<file path="src/ghv_pkg.sv">
// Shared widths, register codes and types of the voxel heat map block.
package ghv_pkg;

    localparam int COORD_W    = 18;
    localparam int IDX_W      = 6;
    localparam int MAP_ENTRIES = 1 << IDX_W;
    localparam int SPREAD_W   = 16;
    localparam int HEAT_W     = 17;
    localparam int FRAC_W     = 16;
    localparam int CFG_IDX_W  = 4;
    localparam int CFG_DATA_W = 18;

    // normalization divider
    localparam int RANGE_W = COORD_W + 1;
    localparam int MAG_W   = COORD_W;
    localparam int QUO_W   = MAG_W + FRAC_W;
    localparam int G_W     = QUO_W + 1;

    // per-axis exponent
    localparam int POS_W     = 22;
    localparam int DIFF_W    = G_W + 1;
    localparam int DIST_W    = 19;
    localparam int DIST_CAP  = 262144;
    localparam int SQ_W      = 2 * DIST_W - 1;
    localparam int DEN_W     = 2 * SPREAD_W + 1;
    localparam int EXP_W     = 17;
    localparam int EXP_LIMIT = 78903;
    localparam int EXP_SAT   = EXP_LIMIT + 1;
    localparam int ESUM_W    = EXP_W + 2;

    // exp(-x) series
    localparam int NUM_TERMS   = 15;
    localparam int X_W         = EXP_W + 8;
    localparam int TERM_W      = 25;
    localparam int TERM_ONE    = 1 << 24;
    localparam int PROD_W      = TERM_W + X_W;
    localparam int PROD_SHIFT  = 24;
    localparam int P_W         = 26;
    localparam int RECIP_SHIFT = 28;
    localparam int RECIP_W     = RECIP_SHIFT + 1;
    localparam int RECIP_ONE   = 1 << RECIP_SHIFT;
    localparam int MUL_W       = P_W + RECIP_W;
    localparam int QK_W        = P_W + 4;
    localparam int SUM_W       = 28;
    localparam int ROUND_HALF  = 128;
    localparam int ROUND_SHIFT = 8;
    localparam int HEAT_ONE    = 65536;

    localparam logic [CFG_IDX_W-1:0] REG_X_LOW      = 4'd0;
    localparam logic [CFG_IDX_W-1:0] REG_X_HIGH     = 4'd1;
    localparam logic [CFG_IDX_W-1:0] REG_Y_LOW      = 4'd2;
    localparam logic [CFG_IDX_W-1:0] REG_Y_HIGH     = 4'd3;
    localparam logic [CFG_IDX_W-1:0] REG_DEPTH_LOW  = 4'd4;
    localparam logic [CFG_IDX_W-1:0] REG_DEPTH_HIGH = 4'd5;
    localparam logic [CFG_IDX_W-1:0] REG_SPREAD_X   = 4'd6;
    localparam logic [CFG_IDX_W-1:0] REG_SPREAD_Y   = 4'd7;

    typedef logic signed [COORD_W-1:0] coord_t;
    typedef logic signed [G_W-1:0]     gnorm_t;

    typedef struct packed {
        logic en;
        logic valid;
    } pipe_ctl_t;

endpackage

</file>
<file path="src/ghv_axis.sv">
// Per-axis Gaussian exponent: distance, square and a saturating divide by 2 sigma^2.
module ghv_axis
    import ghv_pkg::*;
(
    input  logic             clk,
    input  logic             rst_n,
    input  pipe_ctl_t        ctl,
    input  gnorm_t           g,
    input  logic [POS_W-1:0] pos,
    input  logic [DEN_W-1:0] den,
    output logic             out_valid,
    output logic [EXP_W-1:0] e
);

    logic signed [DIFF_W-1:0] d_reg;
    logic [DIST_W-1:0]        m_reg;
    logic [SQ_W-1:0]          sq_reg;
    logic [DEN_W-1:0]         rem_reg [EXP_W+1];
    logic [EXP_W-1:0]         lo_reg  [EXP_W+1];
    logic                     ov_reg  [EXP_W+1];
    logic [EXP_W-1:0]         e_reg;
    logic [EXP_W+4:0]         v_reg;
    logic [DIFF_W-1:0]        dmag;
    logic [DEN_W-1:0]         rem_next [EXP_W];
    logic [EXP_W-1:0]         lo_next  [EXP_W];
    logic [DEN_W:0]           t_arr    [EXP_W];
    logic [DEN_W:0]           sub_arr  [EXP_W];

    assign dmag = d_reg[DIFF_W-1] ? DIFF_W'(-d_reg) : DIFF_W'(d_reg);

    always_comb
    begin
        for (int s = 0; s < EXP_W; s++)
        begin
            t_arr[s]   = {rem_reg[s], lo_reg[s][EXP_W-1]};
            sub_arr[s] = t_arr[s] - {1'b0, den};
            if (t_arr[s] >= {1'b0, den})
            begin
                rem_next[s] = sub_arr[s][DEN_W-1:0];
                lo_next[s]  = {lo_reg[s][EXP_W-2:0], 1'b1};
            end
            else
            begin
                rem_next[s] = t_arr[s][DEN_W-1:0];
                lo_next[s]  = {lo_reg[s][EXP_W-2:0], 1'b0};
            end
        end
    end

    always_ff @(posedge clk or negedge rst_n)
    begin
        if (!rst_n)
            v_reg <= '0;
        else if (ctl.en)
            v_reg <= {v_reg[EXP_W+3:0], ctl.valid};
    end

    always_ff @(posedge clk)
    begin
        if (ctl.en)
        begin
            d_reg  <= DIFF_W'($signed({1'b0, pos})) - DIFF_W'(g);
            m_reg  <= (dmag > DIFF_W'(DIST_CAP)) ? DIST_W'(DIST_CAP) : dmag[DIST_W-1:0];
            sq_reg <= SQ_W'(m_reg) * SQ_W'(m_reg);
            // quotient at or above 2^17 saturates; else the top part is already below den
            ov_reg[0]  <= sq_reg >= SQ_W'({den, 1'b0});
            rem_reg[0] <= sq_reg[DEN_W:1];
            lo_reg[0]  <= {sq_reg[0], {FRAC_W{1'b0}}};
            for (int s = 0; s < EXP_W; s++)
            begin
                rem_reg[s+1] <= rem_next[s];
                lo_reg[s+1]  <= lo_next[s];
                ov_reg[s+1]  <= ov_reg[s];
            end
            if (ov_reg[EXP_W] || (lo_reg[EXP_W] > EXP_W'(EXP_SAT)))
                e_reg <= EXP_W'(EXP_SAT);
            else
                e_reg <= lo_reg[EXP_W];
        end
    end

    assign out_valid = v_reg[EXP_W+4];
    assign e         = e_reg;

endmodule

</file>
<file path="config.mk">
export PLATFORM = sky130hd
export DESIGN_NAME = ghv_axis
export DESIGN_NICKNAME = d
export VERILOG_FILES = /design/src/ghv_pkg.sv /design/src/ghv_axis.sv
export SDC_FILE = /design/constraint.sdc
export NUM_CORES = 2
export LEC_CHECK = 0
export BUFFER_PORTS_ARGS = -buffer_cell sky130_fd_sc_hd__buf_2
export CAP_MARGIN = 20
export CORE_MARGIN = 8
export CORE_UTILIZATION = 23
export DETAILED_ROUTE_END_ITERATION = 8
export SETUP_SLACK_MARGIN = 0.3
export SKIP_LAST_GASP = 1
export SLEW_MARGIN = 20
export SYNTH_ARGS = -nofsm -noshare
export SYNTH_HDL_FRONTEND = slang
export SYNTH_SLANG_ARGS = --single-unit
</file>
<file path="constraint.sdc">
create_clock -name clk -period 8.3 [get_ports clk]
set_input_delay 1.66 -clock clk [delete_from_list [all_inputs] [get_ports clk]]
set_output_delay 1.66 -clock clk [all_outputs]
set_load 0.01 [all_outputs]
</file>
==> out/metrics.yaml <==
yosys-top-cells-area: "edfxtp_1 35%, ha_1 13%, fa_1 7.3%, mux2_2 6.2%, a21oi_1 4.2%"
synthCells: 7077
drv_cap: 0
rsz0062_at_grt: "false"
synth_area_um2: 72800
reg2reg_to: "sq_reg[36]"
critPathLaunch: "m_reg[1]"
row_count: 206
cellPowerDensity_nw_per_um2: 350
wl_per_cell_um: 15.5
regToRegStartpoint: "m_reg[1]"
worst_slack_ps: 1000
dr.pass1.iters: 7
required_ps: 8740
placed_cells: 11300
fmax_mhz: 137
synth_cell_types: 113
hold_path_class: "flop to flop"
p_leak_nw: 33.7
area_growth_pct: 12.4
cp.arrival_ps: 7740
grt_pass1_vias: 54000
yosysTopAreaCellShare_pct: 34.7
synth_top_area_cell: "edfxtp_1"
reg2reg_slack_ps: 1000
cts_buffer_depth: 3
critPathLaunchType: "flop"
fin_crit_sh_pct: 87.9
cts_tree: "done"
fp.dieW_um: 578
synthFlopType: "edfxtp_1"
combPwrFrac_pct: 55.2
grt_pass1_wl_mm: 281
async_reset_ff_share_pct: 2.55
cts_made_buffers: 98
drive_gt1_share_pct: 11.6
die_y_um: 578
tightest_slew_ps: 1140
setup-tns-final_ps: 0
die_area_um2: 335000
port_buffers: 111
vdd_drop_max_v: 0.000196
setup_viol: 0
antenna_found_initial: 5
syn-num-nets: 8172
grt_use_total_pct: 10.2
hold_viol_final: 0
fill_cells: 33200
grt_max_degree: 178
dp_hpwl_mm: 138
post_cts_buffers: 0
hp-start: "lo_reg[9][6]"
drcViolationCount: 0
min_to: "lo_reg[10][7]"
r2r_cells: 21
ant_nets: 0
end_kind: "flop"
coreArea_um2: 315000
initial_core_util_pct: 23.1
seqPwrFrac_pct: 28.8
p_switching_mw: 11.2
timing.final.crit_period_ps: 7300
drtIter0Drc: 2950
yosysSeqAreaShare_pct: 35.4
grt.overflow.total: 0
pre_cts_slack_ps: 733
synth-seq-cells: 862
layout.nets: 8290
crit_fanout: 21
clkPwrFrac_pct: 16.0
vias_per_cell: 4.59
fin_cells: 11400
largest_reg_flops: 560
io_pins: 112
outcome: "complete, no violations"
synth_enable_flop_cells: 840
insertion_delay_ps: 730
switching_share_pct: 39.1
synth.yosys.warnings: 0
cts-root-buf: "clkbuf_16"
path_clk_slew_ps: 60
htree_levels: 3
slew_viol_final: 0
slew_headroom_pct: 24.0
internal-power_mw: 17.4
wl_mm: 177
cts_sinks: 862
cts_hold_buf: 0
min_path_cells: 0
place_congestion: 0.869
crit_type: "flop to flop"
skew_ps: 42.8
syn_area_per_cell_um2: 10.3
vias: 52600
## worst max-delay path, stage by stage, from the launching register on
cell       delay, ps
edfxtp_1         820
nand2_1          270
fa_1             590
inv_1             50
fa_1             500
inv_1             60
fa_1             530
inv_1             50
fa_1             490
fa_1             500
inv_1             50
fa_1             520
inv_1             40
ha_1             340
and4_1           250
a221o_1          360
a31o_2           260
a2111oi_1        540
o31ai_1          240
a221o_1          330
a21oi_1          170
xnor2_1           80
## per-layer routing
metal | track usage [%] | wire length [um]
met4 | 4.32 | 7920
met3 | 1.24 | 5870
met5 | 0 | 0
met2 | 18.8 | 87700
met1 | 11.9 | 75300
## power groups by stage
stage          clock network (mW)  registers (mW)  logic, mW
2_1_floorplan                   0            7.94       12.7
3_3_place_gp                    0            8.29       15.6
3_5_place_dp                    0            8.31       15.7
4_1_cts                      4.74            8.23       15.8
5_1_grt                      4.88            8.41       17.6
6_report                     4.58            8.24       15.8
## synth_stat cells, types with 22 or more instances
library cell / count
clkbuf_1: 115
mux2_2: 398
nor2b_1: 79
nor2_1: 449
or3_1: 31
xnor2_1: 346
nand2_1: 412
xor2_1: 191
buf_2: 33
nand2b_1: 86
a21o_1: 323
a21boi_0: 23
inv_1: 583
o21bai_1: 65
o211ai_1: 32
o21a_1: 86
a211oi_1: 46
a31oi_1: 57
and2_1: 99
dfrtp_1: 22
o31ai_1: 38
and3_1: 57
nand3_1: 114
nor4_1: 35
nor3_1: 82
fa_1: 265
ha_1: 736
mux2i_1: 24
o21ai_0: 300
a21oi_1: 608
nand4_1: 102
or2_2: 25
edfxtp_1: 840
## worst max path at each step
stage,to,slack [ps],cells after the start
floorplan,sq_reg[36],1400,23
global placement,sq_reg[36],750,21
detailed placement,sq_reg[36],730,21
CTS,sq_reg[36],770,21
global route,sq_reg[36],480,21
finish,sq_reg[36],1000,21
## cells by family after synthesis
| logic type | count (synthesis) | synth area share (%) |
|---|---|---|
| XOR/XNOR | 537 | 6.46 |
| flip-flops | 862 | 35.4 |
| multiplexers | 424 | 6.53 |
| adder cells (fa/ha/maj) | 1001 | 19.9 |
| AND/OR/NAND/NOR | 1679 | 11.5 |
| buffers and inverters | 763 | 4.15 |
| AO/OA/AOI/OAI | 1811 | 16.0 |
## cell usage in the layout, fill, tap and decap left out, drive strengths merged, types with 80 or more instances in the layout
cell / n
xor2: 191
nor2: 452
inv: 588
nand3: 115
nor2b: 80
xnor2: 346
nand2: 414
buf: 196
clkbuf: 111
a21oi: 608
fa: 265
ha: 736
nand2b: 86
nand4: 102
nor3: 85
and2: 100
o21ai: 317
mux2: 400
o21a: 86
edfxtp: 840
a21o: 326
## stage by stage
step / util [%] / hold WS [ps] / total power [mW] / area (um2)
floorplan: - / 400 / 20.7 / 72800
global placement: 24.9 / 400 / 23.9 / 78500
detailed placement: 24.9 / 405 / 24.0 / 78500
CTS: 26.0 / 387 / 28.8 / 81800
global route: 26.0 / 405 / 30.9 / 81800
finish: 26.0 / 390 / 28.7 / 81800
## cell type report
type                            instances  area (um2)  area share, %
Antenna cell                            5        12.5         0.0153
Clock buffer                          111        2540           3.11
Clock inverter                         69         771          0.942
Inverter                              585        2200           2.68
Multi-Input combinational cell       5452       44000           53.8
Sequential cell                       862       25800           31.5
Tap cell                             4160        5200           6.36
Timing Repair Buffer                  196        1290           1.57
## repair_timing
item	in CTS	in global routing
hold endpoints to repair	0	0
setup endpoints to repair	0	1
resized for setup	0	1
(Power assumes the default switching activity.)
