<file path="config.mk">
export PLATFORM = sky130hd
export DESIGN_NAME = ghv_norm
export DESIGN_NICKNAME = d
export VERILOG_FILES = /design/src/ghv_pkg.sv /design/src/ghv_norm.sv
export SDC_FILE = /design/constraint.sdc
export NUM_CORES = 2
export LEC_CHECK = 0
export BUFFER_PORTS_ARGS = -buffer_cell sky130_fd_sc_hd__buf_2
export CAP_MARGIN = 5
export CORE_MARGIN = 5
export CORE_UTILIZATION = 40
export CTS_BUF_LIST = sky130_fd_sc_hd__clkbuf_16
export CTS_CLUSTER_DIAMETER = 80
export DETAILED_ROUTE_END_ITERATION = 7
export SLEW_MARGIN = 0
export SYNTH_ARGS = -nofsm -noshare
export SYNTH_HDL_FRONTEND = slang
export SYNTH_SLANG_ARGS = --single-unit
</file>
<file path="constraint.sdc">
create_clock -name clk -period 4.1 [get_ports clk]
set_clock_uncertainty 0.1 [all_clocks]
set_input_delay 0.82 -clock clk [delete_from_list [all_inputs] [get_ports clk]]
set_output_delay 0.82 -clock clk [all_outputs]
set_load 0.05 [all_outputs]
</file>
<file path="src/ghv_pkg.sv">
// Shared widths, register codes and types of the voxel heat map block.
package ghv_pkg;

    localparam int COORD_W    = 18;
    localparam int IDX_W      = 6;
    localparam int MAP_ENTRIES = 1 << IDX_W;
    localparam int SPREAD_W   = 16;
    localparam int HEAT_W     = 17;
    localparam int FRAC_W     = 16;
    localparam int CFG_IDX_W  = 4;
    localparam int CFG_DATA_W = 18;

    // normalization divider
    localparam int RANGE_W = COORD_W + 1;
    localparam int MAG_W   = COORD_W;
    localparam int QUO_W   = MAG_W + FRAC_W;
    localparam int G_W     = QUO_W + 1;

    // per-axis exponent
    localparam int POS_W     = 22;
    localparam int DIFF_W    = G_W + 1;
    localparam int DIST_W    = 19;
    localparam int DIST_CAP  = 262144;
    localparam int SQ_W      = 2 * DIST_W - 1;
    localparam int DEN_W     = 2 * SPREAD_W + 1;
    localparam int EXP_W     = 17;
    localparam int EXP_LIMIT = 78903;
    localparam int EXP_SAT   = EXP_LIMIT + 1;
    localparam int ESUM_W    = EXP_W + 2;

    // exp(-x) series
    localparam int NUM_TERMS   = 15;
    localparam int X_W         = EXP_W + 8;
    localparam int TERM_W      = 25;
    localparam int TERM_ONE    = 1 << 24;
    localparam int PROD_W      = TERM_W + X_W;
    localparam int PROD_SHIFT  = 24;
    localparam int P_W         = 26;
    localparam int RECIP_SHIFT = 28;
    localparam int RECIP_W     = RECIP_SHIFT + 1;
    localparam int RECIP_ONE   = 1 << RECIP_SHIFT;
    localparam int MUL_W       = P_W + RECIP_W;
    localparam int QK_W        = P_W + 4;
    localparam int SUM_W       = 28;
    localparam int ROUND_HALF  = 128;
    localparam int ROUND_SHIFT = 8;
    localparam int HEAT_ONE    = 65536;

    localparam logic [CFG_IDX_W-1:0] REG_X_LOW      = 4'd0;
    localparam logic [CFG_IDX_W-1:0] REG_X_HIGH     = 4'd1;
    localparam logic [CFG_IDX_W-1:0] REG_Y_LOW      = 4'd2;
    localparam logic [CFG_IDX_W-1:0] REG_Y_HIGH     = 4'd3;
    localparam logic [CFG_IDX_W-1:0] REG_DEPTH_LOW  = 4'd4;
    localparam logic [CFG_IDX_W-1:0] REG_DEPTH_HIGH = 4'd5;
    localparam logic [CFG_IDX_W-1:0] REG_SPREAD_X   = 4'd6;
    localparam logic [CFG_IDX_W-1:0] REG_SPREAD_Y   = 4'd7;

    typedef logic signed [COORD_W-1:0] coord_t;
    typedef logic signed [G_W-1:0]     gnorm_t;

    typedef struct packed {
        logic en;
        logic valid;
    } pipe_ctl_t;

endpackage

</file>
<file path="src/ghv_norm.sv">
// Pipelined restoring divider that normalizes one raw coordinate to Q.16.
module ghv_norm
    import ghv_pkg::*;
(
    input  logic             clk,
    input  logic             rst_n,
    input  pipe_ctl_t        ctl,
    input  coord_t           raw,
    input  coord_t           low,
    input  logic [MAG_W-1:0] divisor,
    input  logic [IDX_W-1:0] tag_in,
    output logic             out_valid,
    output gnorm_t           g,
    output logic [IDX_W-1:0] tag_out
);

    logic [QUO_W:0]          v_reg;
    logic [MAG_W-1:0]        rem_reg [QUO_W+1];
    logic [QUO_W-1:0]        dq_reg  [QUO_W+1];
    logic                    neg_reg [QUO_W+1];
    logic [IDX_W-1:0]        tag_reg [QUO_W+1];
    logic [MAG_W-1:0]        rem_next [QUO_W];
    logic [QUO_W-1:0]        dq_next  [QUO_W];
    logic [MAG_W:0]          t_arr   [QUO_W];
    logic [MAG_W:0]          sub_arr [QUO_W];
    logic signed [RANGE_W-1:0] diff;
    logic [MAG_W-1:0]        mag;
    logic                    v_out_reg;
    gnorm_t                  g_reg;
    logic [IDX_W-1:0]        tag_out_reg;

    assign diff = RANGE_W'(raw) - RANGE_W'(low);
    assign mag  = diff[RANGE_W-1] ? MAG_W'(-diff) : MAG_W'(diff);

    // one quotient bit per stage
    always_comb
    begin
        for (int s = 0; s < QUO_W; s++)
        begin
            t_arr[s]   = {rem_reg[s], dq_reg[s][QUO_W-1]};
            sub_arr[s] = t_arr[s] - {1'b0, divisor};
            if (t_arr[s] >= {1'b0, divisor})
            begin
                rem_next[s] = sub_arr[s][MAG_W-1:0];
                dq_next[s]  = {dq_reg[s][QUO_W-2:0], 1'b1};
            end
            else
            begin
                rem_next[s] = t_arr[s][MAG_W-1:0];
                dq_next[s]  = {dq_reg[s][QUO_W-2:0], 1'b0};
            end
        end
    end

    always_ff @(posedge clk or negedge rst_n)
    begin
        if (!rst_n)
        begin
            v_reg     <= '0;
            v_out_reg <= 1'b0;
        end
        else if (ctl.en)
        begin
            v_reg     <= {v_reg[QUO_W-1:0], ctl.valid};
            v_out_reg <= v_reg[QUO_W];
        end
    end

    always_ff @(posedge clk)
    begin
        if (ctl.en)
        begin
            rem_reg[0] <= '0;
            dq_reg[0]  <= {mag, {FRAC_W{1'b0}}};
            neg_reg[0] <= diff[RANGE_W-1];
            tag_reg[0] <= tag_in;
            for (int s = 0; s < QUO_W; s++)
            begin
                rem_reg[s+1] <= rem_next[s];
                dq_reg[s+1]  <= dq_next[s];
                neg_reg[s+1] <= neg_reg[s];
                tag_reg[s+1] <= tag_reg[s];
            end
            g_reg       <= neg_reg[QUO_W] ? -G_W'(dq_reg[QUO_W]) : G_W'(dq_reg[QUO_W]);
            tag_out_reg <= tag_reg[QUO_W];
        end
    end

    assign out_valid = v_out_reg;
    assign g         = g_reg;
    assign tag_out   = tag_out_reg;

endmodule

</file>
==> results.tsv <==
stage	metric	value	unit
run_status	status	complete, no violations	
route	detail_route.first_pass.iterations	6	
sta	max_slew_margin	29.47	%
placement	placed_area	94540	µm²
worst_setup_path	critical_path_class	primary input to register	
cells_and_area	largest_reg_flops	766	
clocking	cts_buffer_depth	3	
worst_setup_path	endpoint_kind	register	
synthesis	ys.flop_type	edfxtp_1	
route	post_drt_wl_per_cell	18.23	µm
route	drc	0	
floorplanning	rows	169	
worst_setup_path	cpMaxStageDelayCell	nor4_1	
pwr	leakagePower	38.83	nW
worst_setup_path	cp.required	4550	ps
global_routing	grt_pass1_vias	53500	
synthesis	ys_types	86	
placement	io_buffers	105	
sta	tightest_slew	1058	ps
sta	rsz0062_at_grt	false	
clocking	cts.sinks	1682	
placement	dpl.hpwl	132300	µm
cells_and_area	syn_to_final_growth	18.35	%
floorplanning	core	212100	µm²
sta	fmax	265.6	MHz
clocking	cts-buffers-inserted	187	
synthesis	syn_area_per_cell	13.17	µm²
floorplanning	die_h	471.8	µm
synthesis	yosysTopAreaCell	edfxtp_1	
global_routing	groute.usage.overall	16.42	%
cells_and_area	drive_gt1_share	19.10	%
global_routing	grt_pass1_wl	292900	µm
synthesis	syn_inst	6478	
route	finalWirelength	186600	µm
cells_and_area	design_area	101000	µm²
floorplanning	start_util	40.22	%
synthesis	yosysTopAreaCellShare	57.94	%
synthesis	netlist_area	85300	µm²
synthesis	synth-edff-count	1646	
synthesis	async_flop_share	2.140	%
worst_setup_path	worstPathMaxFanout	17	
synthesis	synth_most_common_cell	edfxtp_1	
cells_and_area	fin_nets	7963	
floorplanning	die-area	222600	µm²
synthesis	seq_area_frac_synth	59.00	%
worst_setup_path	crit_top_cell	buf_12	
sta	hold_viol	0	
floorplanning	pin_count	106	
pwr	finalPower	77.70	mW
global_routing	grt_max_degree	136	
route	drt_iter0_markers	3132	
global_routing	overflow	0	
global_routing	antenna_found_initial	4	
route	dr_total_vias	53600	
clocking	clkTransAtPathRegs	60	ps
sta	fin_crit	3765	ps
pwr	peakVddDrop	564.8	µV
floorplanning	die_width	471.8	µm
synthesis	yosysWarnings	0	
job	maxCapViolCount	0	
sta	setup_viol	0	
route	via_per_inst	5.238	
worst_setup_path	critPathMaxStageDelay	660	ps
worst_hold_path	hold_path.class	primary input to register	
pwr	power_per_cell_area	769.7	nW/µm²
sta	drv_slew	0	
synthesis	ys_ff_latch	1682	
clocking	htree_levels	4	
clocking	cts_tree	yes	
route	drtAntennaViolNets	0	
synthesis	yosys-top-cells-count	edfxtp_1 (1646), ha_1 (615), a21oi_1 (449), nor2_1 (433), xnor2_1 (340)	
synthesis	synthTopCellsByArea	edfxtp_1 (58%), ha_1 (9.0%), mux2_2 (4.4%), xnor2_1 (3.5%), a21oi_1 (2.6%)	
clocking	clk_latency	860	ps
worst_setup_path	startpoint_type	primary input	
clocking	clockRootBuffer	clkbuf_16	
worst_setup_path	worstPathArrival	4220	ps
placement	place.gp.congestion	0.8897	
sta	finalCritPeriodShare	91.83	%
clocking	ctsResizeCount	0	
synthesis	syn-num-nets	7190	
worst_setup_path	crit_chain	buf_2 > clkinvlp_4 > buf_12 > ha_1 > and2_1 > and3_1 > nand3_1 > nor4_1 > buf_4 > a311oi_1 > o21ai_2 > buf_12 > mux2_2	
-- metal layers --
metal | vias up | GRT usage, % | wire length (µm)
met5 | - | 0 | 0
met4 | 0 | 4.716 | 4780
met3 | 281 | 2.417 | 6834
met2 | 902 | 27.54 | 88240
met1 | 25950 | 22.27 | 86710
li1 | 26480 | - | -
-- metrics by stage --
stage	cells	setup WS, ps	TNS (ps)	util [%]	hold WS (ps)
after CTS	10230	353.6	0	47.60	76.67
after floorplan	6478	-103.6	-3223	-	300.3
after global routing	10230	203.5	0	47.60	118.1
final	10230	335.0	0	47.60	160.5
after detailed placement	9876	-422.9	-34230	44.57	304.5
after global placement	9876	-388.7	-19300	44.57	300.2
-- cell families after synthesis --
| logic type | after synthesis | share of synthesized area, % |
|---|---|---|
| compound gates | 1499 | 11.38 |
| xor+xnor | 500 | 5.143 |
| fa+ha+maj | 648 | 9.795 |
| buf+inv | 292 | 1.295 |
| flops | 1682 | 59.00 |
| mux | 371 | 4.843 |
| simple gates | 1486 | 8.547 |
-- path summary, 6_finish.rpt --
| path | cells after the start | slack (ps) | end | from |
|---|---|---|---|---|
| max reg2reg | 9 | 380 | g[32] | dq_reg[34][4] |
| min in group asynchronous | 2 | 540 | v_reg[31] | rst_n |
| max | 13 | 330 | rem_reg[16][2] | divisor[13] |
| min reg2reg | 0 | 280 | dq_reg[26][18] | dq_reg[25][17] |
| min | 2 | 160 | v_reg[0] | ctl[0] |
| max in group asynchronous | 2 | 2870 | v_reg[28] | rst_n |
-- cell usage in the layout, fill, tap and decap left out, types with 29 or more instances in the layout --
cell	synthesis	layout
nor2b_1	102	102
dfrtp_1	36	36
nand4_1	84	84
mux2i_1	37	37
o31ai_1	60	60
clkinv_1	3	40
nand2b_1	85	85
o211ai_1	41	41
a211oi_1	43	43
buf_4	1	496
edfxtp_1	1646	1646
inv_1	196	209
clkbuf_16	0	187
o21ai_0	277	277
and3_1	46	46
ha_1	615	603
nand2_1	332	332
or2_2	32	32
a211o_1	34	34
clkinv_2	0	31
a21o_1	174	174
nor2_1	433	431
nor3_1	108	108
a31oi_1	54	47
xor2_1	159	159
mux2_2	334	334
clkinvlp_4	0	29
and2_1	33	33
buf_12	0	72
buf_2	4	102
fa_1	33	32
xnor2_1	340	340
or3_1	41	41
a21oi_1	449	448
nand3_1	89	89
o21a_1	110	110
-- power by group --
group | leakage (nW) | switching (mW) | internal [mW] | total (mW)
Combinational | 19.1 | 16.6 | 16.8 | 33.4
Clock | 3.15 | 7.17 | 9.71 | 16.9
Sequential | 16.5 | 2.38 | 25.0 | 27.4
Total | 38.8 | 26.2 | 51.5 | 77.7
-- worst max-delay path: cells and delay by family --
kind	cells	cell delay [ps]
AND/OR/NAND/NOR	4	1160
buffers and inverters	5	1310
multiplexers	1	330
AO/OA/AOI/OAI	2	260
adder cells (fa/ha/maj)	1	300
-- repair_timing --
action	4_1_cts	5_1_grt
hold buffers	7	0
hold endpoints to repair	42	0
buffers inserted	0	0
-- cell type report --
cell class	instances	area, µm²
clock inverter	163	1665
multi-input combinational	4504	34200
inverter	199	800.8
clock buffer	187	4679
timing repair buffer	677	5746
tap	2821	3530
sequential	1682	50330
fill	18610	111100
antenna	1	2.502
No activity file was read; power rests on OpenSTA's default activity.
